$ cat config.mk
export PLATFORM = sky130hd
export DESIGN_NAME = ogr_ctrl
export DESIGN_NICKNAME = d
export VERILOG_FILES = /design/src/rtl/ogr_pkg.sv /design/src/rtl/ogr_ctrl.sv
export SDC_FILE = /design/constraint.sdc
export NUM_CORES = 1
export LEC_CHECK = 0
export ABC_AREA = 1
export ABC_CLOCK_PERIOD_IN_PS = 1100
export BUFFER_PORTS_ARGS = -buffer_cell sky130_fd_sc_hd__buf_2
export CORE_AREA = 2 2 39 41
export CTS_BUF_LIST = sky130_fd_sc_hd__clkbuf_8
export DETAILED_ROUTE_END_ITERATION = 8
export DIE_AREA = 0 0 41 43
export HOLD_SLACK_MARGIN = 0.15
export SYNTH_ARGS = -nofsm -noshare
export SYNTH_HDL_FRONTEND = slang
export SYNTH_SLANG_ARGS = --single-unit
$ cat constraint.sdc
create_clock -name clock -period 1.1 [get_ports clock]
set_input_delay 0.055 -clock clock [delete_from_list [all_inputs] [get_ports clock]]
set_output_delay 0.055 -clock clock [all_outputs]
set_load 0.1 [all_outputs]
$ cat src/rtl/ogr_pkg.sv
// Shared constants, types and helper functions for the occupancy grid ray update block.
// Every other file in the block imports this package. It has no dependencies.
package ogr_pkg;

   // Grid geometry. Grid coordinates wrap modulo GRID_SIDE.
   localparam int GRID_SIDE = 256;
   localparam int COORD_W   = $clog2(GRID_SIDE);
   localparam int ADDR_W    = 2 * COORD_W;

   // Fixed field widths of the channels.
   localparam int IN_W       = 8;
   localparam int SENSOR_W   = 2;
   localparam int CELL_W     = 8;
   localparam int COUNT_W    = 8;
   localparam int CSR_IDX_W  = 2;
   localparam int CSR_DATA_W = 8;

   // An input coordinate is reduced modulo GRID_SIDE in a register of this width.
   localparam int RED_W = (COORD_W > IN_W) ? COORD_W : IN_W;
   // Bresenham error term, which stays within twice the largest coordinate span.
   localparam int ERR_W = IN_W + 3;

   localparam int NB_COUNT  = 9;
   localparam int NB_W      = $clog2(NB_COUNT);
   localparam logic [NB_W-1:0] NB_LAST   = NB_W'(NB_COUNT - 1);
   localparam logic [NB_W-1:0] NB_CENTER = NB_W'(4);

   localparam logic [CELL_W-1:0] CELL_MAX = {CELL_W{1'b1}};

   // Configuration register indexes.
   localparam logic [CSR_IDX_W-1:0] CSR_ULTRASONIC_GAIN = 2'd0;
   localparam logic [CSR_IDX_W-1:0] CSR_LASER_GAIN      = 2'd1;
   localparam logic [CSR_IDX_W-1:0] CSR_CLEAR_STEP      = 2'd2;

   localparam logic [CSR_DATA_W-1:0] ULTRASONIC_GAIN_RST = 8'd32;
   localparam logic [CSR_DATA_W-1:0] LASER_GAIN_RST      = 8'd64;
   localparam logic [CSR_DATA_W-1:0] CLEAR_STEP_RST      = 8'd8;

   // Sensor kinds; any other code adds nothing.
   localparam logic [SENSOR_W-1:0] SENSOR_ULTRASONIC = 2'd0;
   localparam logic [SENSOR_W-1:0] SENSOR_LASER      = 2'd1;

   // Unit offsets along one axis.
   localparam logic [1:0] OFS_NONE = 2'd0;
   localparam logic [1:0] OFS_INC  = 2'd1;
   localparam logic [1:0] OFS_DEC  = 2'd2;

   typedef struct packed {
      logic sweep_step;
      logic load_item;
      logic wrap_step;
      logic walk_step;
      logic nb_step;
      logic load_rsp;
   } ogr_cmd_type;

   typedef struct packed {
      logic sweep_done;
      logic wrap_done;
      logic at_target;
      logic nb_last;
   } ogr_status_type;

   // Moves a grid coordinate by one step, wrapping at both edges.
   function automatic logic [COORD_W-1:0] wrap_offset(input logic [COORD_W-1:0] c,
                                                      input logic [1:0] ofs);
      logic [COORD_W-1:0] r;
      r = c;
      case (ofs)
         OFS_INC: r = (c == COORD_W'(GRID_SIDE - 1)) ? '0 : c + COORD_W'(1);
         OFS_DEC: r = (c == '0) ? COORD_W'(GRID_SIDE - 1) : c - COORD_W'(1);
         default: r = c;
      endcase
      return r;
   endfunction

   // Neighbour x offsets: -1, 1, 0, 0, 0, -1, -1, 1, 1.
   function automatic logic [1:0] nb_dx(input logic [NB_W-1:0] k);
      logic [1:0] r;
      case (k)
         NB_W'(0), NB_W'(5), NB_W'(6): r = OFS_DEC;
         NB_W'(1), NB_W'(7), NB_W'(8): r = OFS_INC;
         default:                      r = OFS_NONE;
      endcase
      return r;
   endfunction

   // Neighbour y offsets: 0, 0, 1, -1, 0, 1, -1, 1, -1.
   function automatic logic [1:0] nb_dy(input logic [NB_W-1:0] k);
      logic [1:0] r;
      case (k)
         NB_W'(2), NB_W'(5), NB_W'(7): r = OFS_INC;
         NB_W'(3), NB_W'(6), NB_W'(8): r = OFS_DEC;
         default:                      r = OFS_NONE;
      endcase
      return r;
   endfunction

endpackage

$ cat src/rtl/ogr_ctrl.sv
// Controller for the occupancy grid ray update: sequences clearing, wrap, ray walk,
// neighbour update and result hand-off. Depends on ogr_pkg.
module ogr_ctrl (
   input  logic                    clock,
   input  logic                    reset,
   input  ogr_pkg::ogr_status_type status,
   output ogr_pkg::ogr_cmd_type    cmd,
   input  logic                    req_valid,
   output logic                    req_ready,
   output logic                    rsp_valid,
   input  logic                    rsp_ready
);
   import ogr_pkg::*;

   localparam logic [2:0] ST_CLEAR = 3'd0;
   localparam logic [2:0] ST_IDLE  = 3'd1;
   localparam logic [2:0] ST_WRAP  = 3'd2;
   localparam logic [2:0] ST_WALK  = 3'd3;
   localparam logic [2:0] ST_NEIGH = 3'd4;
   localparam logic [2:0] ST_FIN   = 3'd5;

   logic [2:0] state_ff, state_in;
   logic       rsp_valid_ff, rsp_valid_in;

   always_comb begin
      state_in  = state_ff;
      cmd       = '0;
      req_ready = 1'b0;
      case (state_ff)
         ST_CLEAR: begin
            cmd.sweep_step = !status.sweep_done;
            if (status.sweep_done) state_in = ST_IDLE;
         end
         ST_IDLE: begin
            req_ready = 1'b1;
            if (req_valid) begin
               cmd.load_item = 1'b1;
               state_in      = ST_WRAP;
            end
         end
         ST_WRAP: begin
            cmd.wrap_step = 1'b1;
            if (status.wrap_done) state_in = ST_WALK;
         end
         ST_WALK: begin
            // The cell that holds the target is never cleared.
            if (status.at_target) state_in = ST_NEIGH;
            else cmd.walk_step = 1'b1;
         end
         ST_NEIGH: begin
            cmd.nb_step = 1'b1;
            if (status.nb_last) state_in = ST_FIN;
         end
         ST_FIN: begin
            if (!rsp_valid_ff || rsp_ready) begin
               cmd.load_rsp = 1'b1;
               state_in     = ST_IDLE;
            end
         end
         default: state_in = ST_CLEAR;
      endcase
   end

   assign rsp_valid_in = cmd.load_rsp ? 1'b1 : (rsp_ready ? 1'b0 : rsp_valid_ff);
   assign rsp_valid    = rsp_valid_ff;

   always_ff @(posedge clock) begin
      if (reset) begin
         state_ff     <= ST_CLEAR;
         rsp_valid_ff <= 1'b0;
      end else begin
         state_ff     <= state_in;
         rsp_valid_ff <= rsp_valid_in;
      end
   end

endmodule

==> results of run 1 <==
[through the flow]
step | utilization (%) | instance area, um^2 | instances | setup WS, ns | hold slack, ns
2_1_floorplan | - | 385.4 | 57 | -0.4650 | 0.1144
3_3_place_gp | 46.38 | 641.9 | 94 | -0.03855 | 0.2251
3_5_place_dp | 46.38 | 641.9 | 94 | -0.09625 | 0.2189
4_1_cts | 62.12 | 859.6 | 106 | -0.1430 | 0.1628
5_1_grt | 64.10 | 887.1 | 107 | -0.1957 | 0.1905
6_report | 64.10 | 887.1 | 107 | -0.1679 | 0.1628
[placed cells by master, fill, tap and decap left out, types with 2 or more instances in the layout]
cell type	synthesis	routed
buf_4	1	10
inv_1	11	8
buf_12	0	8
buf_2	0	7
buf_6	1	6
nand2_2	1	5
nor2_4	1	4
clkinvlp_4	0	4
nor2_1	5	4
a21oi_1	7	4
nand2_1	9	4
dfxtp_4	0	4
nand3_4	0	3
nor2_2	5	3
nand3_2	1	3
clkbuf_8	0	3
inv_6	0	2
nand3_1	7	2
a21oi_2	0	2
[what timing repair did]
item                       CTS  global route
setup buffers                7             1
hold endpoints to repair     4             0
setup endpoints to repair   10            10
pin swaps                    4             3
resized for setup           28             5
hold buffers                 1             0
[critical path: stages, from the launching register on]
cell and delay, ns:
dfxtp_4 0.37, inv_6 0.08, nand3_4 0.08, buf_6 0.13, a21oi_4 0.14, buf_12 0.19
[area by class of cell]
class / instances / area (um^2) / share of cell area (%)
sequential: 4 / 95.09 / 10.72
clock buffer: 3 / 41.29 / 4.654
multi-input combinational: 37 / 299.0 / 33.71
tap: 16 / 20.02 / 2.257
inverter: 14 / 80.08 / 9.027
timing repair buffer: 32 / 347.8 / 39.21
clock inverter: 1 / 3.754 / 0.4231
[metal layers]
layer / vias to the layer above / track usage, % / part of all wire (%)
met5: - / 0 / 0
met2: 6 / 29.38 / 62
met1: 215 / 15.43 / 34
li1: 241 / - / -
met3: 2 / 1.571 / 2.6
met4: 0 / 11.33 / 1.2
[worst min path at each step]
stage | from | to | slack [ns] | cells past startpoint
after floorplan | reset | rsp_valid | 0.11 | 1
after global placement | reset | rsp_valid | 0.23 | 2
after detailed placement | reset | rsp_valid | 0.22 | 2
after CTS | rsp_ready | rsp_valid | 0.16 | 4
after global routing | rsp_ready | rsp_valid | 0.19 | 4
final | rsp_ready | rsp_valid | 0.16 | 4
[sequential cells by signal (all words and copies together) (netlist names)]
| name | count |
|---|---|
| state_ff | 3 |
| rsp_valid | 1 |
[logic make-up (layout without fill, tap and decap cells)]
family / count (synthesis) / after routing / synth area share (%)
flip-flops: 4 / 4 / 23.70
buffers and inverters: 16 / 50 / 21.11
AO/OA/AOI/OAI: 7 / 7 / 10.37
AND/OR/NAND/NOR: 30 / 30 / 44.81
==> impl_metrics.json, run 1 <==
{
  "grt_pass1_vias": 500,
  "yosysTopAreaCellShare_pct": 23.70,
  "ys_seq_area_share_pct": 23.70,
  "io_pins": 16,
  "drive_gt1_share_pct": 74.73,
  "period_share_pct": 115.3,
  "clk_latency_ns": 0.22,
  "insertedDiodeCount": 0,
  "synth_top_cell_by_area": "dfxtp_1",
  "clkTransAtPathRegs_ns": 0.04,
  "nFillCells": 108,
  "r2r_cells": 7,
  "track_usage_pct": 16.27,
  "setup_violations": 10,
  "core_area_mm2": 0.001384,
  "cts_tree": "done",
  "yosysWarnings": 0,
  "ys_top_cells_by_area": "dfxtp_1, inv_1, a21oi_1, nand3_1, nand2_1",
  "netlist_area_um2": 337.8,
  "layout_min_cycle_time_ns": 1.268,
  "violations": "negative setup slack",
  "min_path_type": "input port to flip-flop",
  "cts_buffer_depth": 2,
  "gp_congestion": 0.8354,
  "antenna_found_initial": 0,
  "crit_required_ns": 1.04,
  "rrSetupSlack_ns": -0.12,
  "yosysMostFrequentCell": "inv_1",
  "async_flop_share_pct": 0,
  "cap_violations": 0,
  "grt_pass1_wl_um": 1869,
  "cts_sinks": 4,
  "grt.overflow.total": 0,
  "finalHoldViolCount": 0,
  "r2r-start": "state_ff[2]",
  "drc": 0,
  "initial_utilization_pct": 24.41,
  "outcome": "finished, violations left",
  "synthDistinctLibCells": 15,
  "wl_um": 1213,
  "synth_top_flop_cell": "dfxtp_1",
  "vias": 464,
  "fp.dieW_um": 41,
  "synth.net_count": 65,
  "crit_fanout": 6,
  "grt_max_degree": 8,
  "layout-area-overhead-vs-synth_pct": 162.6,
  "setup.worst_path.class": "flip-flop to output port",
  "fmax_mhz": 788.7,
  "dpl.hpwl_um": 705,
  "ys_seq_elements": 4,
  "nets": 100,
  "clockRootBuffer": "clkbuf_8",
  "crit_start": "state_ff[1]",
  "die_area_mm2": 0.001763,
  "synth_commonest_cells": "inv_1, nand2_1, a21oi_1, nand3_1",
  "cp-end-kind": "output port",
  "crit_end": "cmd[0]",
  "skew_ns": 0.004574,
  "timing.slew.headroom_pct": 85.71,
  "slew_violations": 0,
  "portBuffers": 15,
  "drt-initial-drc-count": 1,
  "r2r-end": "state_ff[2]",
  "fin_setup_tns_ns": -1.285,
  "final.setup.worst_slack_ns": -0.1679,
  "synth_edf_count": 0,
  "crit_arrival_ns": 1.21,
  "rsz0062_at_grt": "yes",
  "post_synth.cell_area_avg_um2": 5.927,
  "drt-pass1-iter-count": 3,
  "synthCells": 57,
  "tightest_slew_ns": 0.2138,
  "wire_per_inst_um": 11.34,
  "die_y_um": 43,
  "detail-route-antenna-nets": 0,
  "num_rows": 14,
  "cts_buffers": 3,
  "start_kind": "flip-flop",
  "htreeDepth": 1,
  "detail_route.vias_per_cell": 4.336
}
Power of run 1 is not shown: default switching activity piles up to over one toggle a cycle in this logic, so the estimate is an artifact.
==> inputs of run 2 (changes only) <==
CELL_PAD_IN_SITES_DETAIL_PLACEMENT = 0   (was not set)
CELL_PAD_IN_SITES_GLOBAL_PLACEMENT = 1   (was not set)
CORE_AREA = 2 2 40 42   (was 2 2 39 41)
DIE_AREA = 0 0 42 44   (was 0 0 41 43)
PLACE_DENSITY_LB_ADDON = 0.1   (was not set)
SKIP_LAST_GASP = 1   (was not set)
==> run 2 against run 1 <==
Compared with the run above: the flow still finishes with violations (negative setup slack); register-to-register slack barely moved; non-clock buffer count fell by 2; first-iteration DRC count rose by 100%; die area rose by 4.8%; final cell count fell by 2.8%; global-route usage fell by 2.7 points; via count fell by 1.7%; critical path depth fell by 2; clock-buffer cell count did not move; worst hold slack got worse by 0.0038 ns; core utilization fell by 2.5 points; final area fell by 1.4%; critical path type unchanged; critical endpoint is now cmd[1]; largest cell class unchanged.
==> impl_metrics.json, run 2 (synthesized netlist as in run 1, its figures left out) <==
{
  "grt_pass1_wl_um": 1835,
  "largest_register": "state_ff",
  "antenna_found_initial": 0,
  "drt-pass1-iter-count": 4,
  "cts_tree": "done",
  "layout_min_cycle_time_ns": 1.238,
  "r2r_cells": 8,
  "slowest_delay_ns": 0.37,
  "cp-end-kind": "output port",
  "clk_latency_ns": 0.22,
  "dpl.hpwl_um": 668.2,
  "vias": 456,
  "tightest_slew_ns": 0.2097,
  "rrSetupSlack_ns": -0.12,
  "wire_per_inst_um": 10.22,
  "timing.slew.headroom_pct": 85.98,
  "grt_max_degree": 7,
  "r2r-start": "state_ff[0]",
  "min_from": "rsp_ready",
  "slew_violations": 0,
  "wl_um": 1063,
  "drt-initial-drc-count": 2,
  "largest_reg_flops": 3,
  "nFillCells": 132,
  "busiest_layer": "met2",
  "min_path_type": "input port to flip-flop",
  "cts_sinks": 4,
  "clockRootBuffer": "clkbuf_8",
  "use_met1_pct": 12.75,
  "drc": 0,
  "nets": 98,
  "final_cell_mix": "buf_12, buf_4, inv_1, buf_2",
  "crit_arrival_ns": 1.18,
  "track_usage_pct": 13.57,
  "crit_required_ns": 1.04,
  "grt.overflow.total": 0,
  "clkTransAtPathRegs_ns": 0.03,
  "use_met2_pct": 25.94,
  "initial_utilization_pct": 23.81,
  "setup_violations": 10,
  "crit_fanout": 6,
  "setup.worst_path.class": "flip-flop to output port",
  "cts_buffers": 3,
  "finalHoldViolCount": 0,
  "r2r-end": "state_ff[0]",
  "period_share_pct": 112.5,
  "detail_route.vias_per_cell": 4.385,
  "cap_violations": 0,
  "min_path_cells": 4,
  "path_delay_family": "flip-flops",
  "timing.hold.ws_ns": 0.1589,
  "skew_ns": 0.002212,
  "fp.dieW_um": 42,
  "gp_congestion": 0.7252,
  "drive_gt1_share_pct": 77.27,
  "htreeDepth": 1,
  "layout-area-overhead-vs-synth_pct": 158.9,
  "cts_buffer_depth": 2,
  "portBuffers": 15,
  "detail-route-antenna-nets": 0,
  "fmax_mhz": 808.1,
  "path_cells": "buf_4 -> nor3_4 -> buf_12",
  "min_to": "rsp_valid",
  "core_area_mm2": 0.001419,
  "die_y_um": 44,
  "start_kind": "flip-flop",
  "io_pins": 16,
  "die_area_mm2": 0.001848,
  "num_rows": 14,
  "grt_pass1_vias": 464,
  "outcome": "finished, violations left",
  "cp_num_buf_inv": 2,
  "grt_util_met3_pct": 2.917,
  "violations": "negative setup slack",
  "insertedDiodeCount": 0,
  "final.setup.worst_slack_ns": -0.1375,
  "slowest_stage": "dfxtp_4",
  "rsz0062_at_grt": "yes"
}
-- run 2: cell types whose count changed in the layout (fill, tap and decap cells not counted), sizes merged --
cell    change
buf         -2
inv         -2
clkinv      +1
-- run 2: final cells by class --
class | instances | area, um^2 | share of cell area, %
well taps | 16 | 20.02 | 2.289
multi-input cells | 37 | 306.5 | 35.05
inverters | 14 | 78.83 | 9.013
clock buffers | 3 | 41.29 | 4.721
flip-flops and latches | 4 | 95.09 | 10.87
repair buffers | 30 | 332.8 | 38.05
-- run 2: worst register-to-register path, cell delays in order, from the launching register on --
cell	delay [ns]
dfxtp_4	0.41
nor2_4	0.07
buf_6	0.12
nand3_2	0.05
nand2_2	0.06
nor2_4	0.20
nand3_2	0.09
nand2_1	0.08
nor2_1	0.04
-- run 2: stage by stage --
step,setup slack (ns),util (%),TNS (ns),instances,cell area (um^2)
2_1_floorplan,-0.4650,-,-0.8650,57,385.4
3_3_place_gp,-0.04565,45.24,-0.1515,94,641.9
3_5_place_dp,-0.05257,45.24,-0.1883,94,641.9
4_1_cts,-0.1222,58.55,-0.9794,102,830.8
5_1_grt,-0.1905,61.64,-1.636,104,874.6
6_report,-0.1375,61.64,-1.087,104,874.6
-- run 2: how the worst max path moves through the flow --
stage	start	to	cells past startpoint
after floorplan	state_ff[2]	state_ff[2]	6
final	state_ff[1]	cmd[1]	3
after CTS	state_ff[2]	cmd[4]	5
after global routing	state_ff[0]	state_ff[0]	8
after global placement	state_ff[1]	cmd[0]	5
after detailed placement	state_ff[1]	cmd[0]	5
-- run 2: routing by layer --
layer  vias to the layer above  share of wire, %
met2                         6                62
met1                       214                37
met5                         -                 0
met4                         0                 0
met3                         0               1.9
li1                        236                 -
-- run 2: what timing repair did --
item / CTS / global route
setup endpoints to repair: 10 / 10
setup buffers: 5 / 2
pin swaps: 10 / 10
endpoints found under the hold margin: 4 / 0
gates resized for setup: 26 / 8
hold buffers: 1 / 0
Power of run 2 is left out for the same reason.
==> inputs of run 3 (changes only) <==
ABC_AREA = not set   (was 1)
CORE_AREA = 2 2 39 41   (was 2 2 40 42)
DIE_AREA = 0 0 41 43   (was 0 0 42 44)
==> run 3 against run 2 <==
Compared with the run above: the flow still finishes with violations (negative setup slack); sequential share of layout area rose by 2.9 points; synthesized area fell by 20%; critical path depth did not move; first-iteration DRC count fell by 100%; clock-buffer cell count did not move; largest cell class unchanged.
==> impl_metrics.json, run 3 <==
{
  "grt.overflow.total": 0,
  "slew_violations": 0,
  "drive_gt1_share_pct": 71.67,
  "drc": 0,
  "timing.slew.headroom_pct": 80.41,
  "combPwrFrac_pct": 39.3,
  "switchingPower_uw": 271.3,
  "num_rows": 14,
  "setup.worst_path.class": "flip-flop to output port",
  "layout_min_cycle_time_ns": 1.270,
  "clkTransAtPathRegs_ns": 0.04,
  "insertedDiodeCount": 0,
  "power_leakage_nw": 0.2956,
  "htreeDepth": 1,
  "internal_power_uw": 534.8,
  "synthDistinctLibCells": 21,
  "p_seq_share_pct": 21.3,
  "layout.cells.non_filler": 76,
  "async_flop_share_pct": 0,
  "cts_buffer_depth": 2,
  "ys_seq_area_share_pct": 29.77,
  "power_density_mw_per_mm2": 1169,
  "synthCells": 32,
  "start_kind": "flip-flop",
  "cts_tree": "done",
  "wl_um": 881,
  "clockRootBuffer": "clkbuf_8",
  "ys_top_cells_by_area": "dfxtp_1, nor3b_2, buf_4, and2_1, inv_1",
  "crit_fanout": 6,
  "portBuffers": 15,
  "rrSetupSlack_ns": -0.08,
  "drt-initial-drc-count": 0,
  "slowest_delay_ns": 0.35,
  "min_path_cells": 3,
  "post-place-cells": 67,
  "largest_reg_flops": 3,
  "netlist_area_um2": 269.0,
  "antenna_found_initial": 0,
  "core_area_mm2": 0.001384,
  "layout-area-overhead-vs-synth_pct": 156.3,
  "placed_area_um2": 563.0,
  "r2r_cells": 5,
  "vias": 338,
  "design_area_um2": 689.4,
  "fp.dieW_um": 41,
  "final_util_pct": 49.82,
  "grt_pass1_vias": 314,
  "post_synth.cell_area_avg_um2": 8.407,
  "die_area_mm2": 0.001763,
  "detail-route-antenna-nets": 0,
  "min_path_type": "input port to flip-flop",
  "die_y_um": 43,
  "crit_end": "cmd[5]",
  "nFillCells": 135,
  "synth_edf_count": 0,
  "synth_top_flop_cell": "dfxtp_1",
  "min_from": "rsp_ready",
  "grt_pass1_wl_um": 1297,
  "yosysTopAreaCellShare_pct": 29.77,
  "final.setup.worst_slack_ns": -0.1701,
  "path_cells": "buf_4 -> nor4_4 -> buf_12",
  "final_cell_mix": "buf_12, buf_2, buf_4, dfxtp_4",
  "dpl.hpwl_um": 662.7,
  "io_pins": 16,
  "outcome": "finished, violations left",
  "cp-end-kind": "output port",
  "r2r-end": "state_ff[0]",
  "largest_register": "state_ff",
  "clk_latency_ns": 0.22,
  "grt_max_degree": 9,
  "period_share_pct": 115.5,
  "wire_per_inst_um": 11.59,
  "gp_congestion": 0.7805,
  "tightest_slew_ns": 0.2902,
  "yosysMostFrequentCell": "dfxtp_1",
  "cts_sinks": 4,
  "yosysWarnings": 0,
  "r2r-start": "state_ff[2]",
  "nets": 69,
  "skew_ns": 0.004265,
  "synth_commonest_cells": "dfxtp_1, buf_4, inv_1",
  "slowest_stage": "dfxtp_4",
  "detail_route.vias_per_cell": 4.447,
  "swShare_pct": 33.66,
  "crit_required_ns": 1.04,
  "synth_top_cell_by_area": "dfxtp_1",
  "synth.net_count": 40,
  "fin_setup_tns_ns": -1.111,
  "track_usage_pct": 11.03,
  "initial_utilization_pct": 19.44,
  "pwr-share-clk_pct": 39.4,
  "setup_violations": 9,
  "ys_seq_elements": 4,
  "crit_start": "state_ff[1]",
  "rsz0062_at_grt": "yes",
  "violations": "negative setup slack",
  "finalHoldViolCount": 0,
  "ir_drop_mv": 0.5422,
  "cap_violations": 0,
  "drt-pass1-iter-count": 1,
  "fmax_mhz": 787.3,
  "mostFrequentLayoutCell": "buf_12",
  "cts_buffers": 3,
  "crit_arrival_ns": 1.22
}
run 3: layer usage:
| layer | global-route usage (%) | up-vias | part of all wire [%] |
|---|---|---|---|
| met5 | 0 | - | 0 |
| met4 | 6.000 | 0 | 0 |
| met3 | 1.571 | 0 | 3.2 |
| met2 | 17.81 | 9 | 58 |
| met1 | 13.14 | 160 | 39 |
| li1 | - | 169 | - |
run 3: cell type report:
class	count	area, um^2	area share, %
repair buffers	27	301.5	43.74
multi-input cells	22	216.5	31.40
inverters	3	11.26	1.633
well taps	16	20.02	2.904
flip-flops and latches	4	95.09	13.79
clock buffers	3	41.29	5.989
clock inverters	1	3.754	0.5445
run 3: worst min-delay path by stage:
stage | endpoint | slack, ns
after floorplan | rsp_valid | 0.11
after global placement | rsp_valid | 0.26
after detailed placement | rsp_valid | 0.27
after CTS | rsp_valid | 0.15
after global routing | state_ff[2] | 0.19
final | rsp_valid | 0.16
run 3: cells by family (layout without fill, tap and decap cells):
logic type	after synthesis	after routing	share of synthesized area, %
AOI/OAI and AO/OA	7	7	18.14
buffers and inverters	6	34	12.56
muxes	1	1	3.721
and+or+nand+nor	14	14	35.82
DFF	4	4	29.77
run 3: repair_timing:
item | in CTS | in global routing
endpoints found under the setup margin | 10 | 10
hold endpoints to repair | 4 | 0
hold buffers | 2 | 0
resized for setup | 9 | 5
setup buffers | 2 | 1
pin swaps | 5 | 5
run 3: stage by stage:
| step | power, mW | worst slack (ns) | hold WS [ns] |
|---|---|---|---|
| after global routing | 0.8433 | -0.2163 | 0.1861 |
| after detailed placement | 0.4684 | -0.1249 | 0.2694 |
| final | 0.8061 | -0.1701 | 0.1642 |
| after CTS | 0.8080 | -0.1847 | 0.1498 |
| after floorplan | 0.3525 | -0.8965 | 0.1144 |
| after global placement | 0.4685 | -0.1081 | 0.2618 |
run 3: power by group through the flow:
| stage | sequential, mW | clock (mW) | combinational, mW |
|---|---|---|---|
| after floorplan | 0.163 | 0 | 0.189 |
| after global placement | 0.175 | 0 | 0.294 |
| after detailed placement | 0.174 | 0 | 0.294 |
| after CTS | 0.172 | 0.326 | 0.310 |
| after global routing | 0.173 | 0.339 | 0.331 |
| final | 0.172 | 0.317 | 0.317 |
run 3: critical path: cells and delay by family, from the launching register on:
family,cells,cell delay [ns]
DFF,1,0.35
and+or+nand+nor,1,0.29
buffers and inverters,2,0.35
No activity file was read; power rests on OpenSTA's default activity.
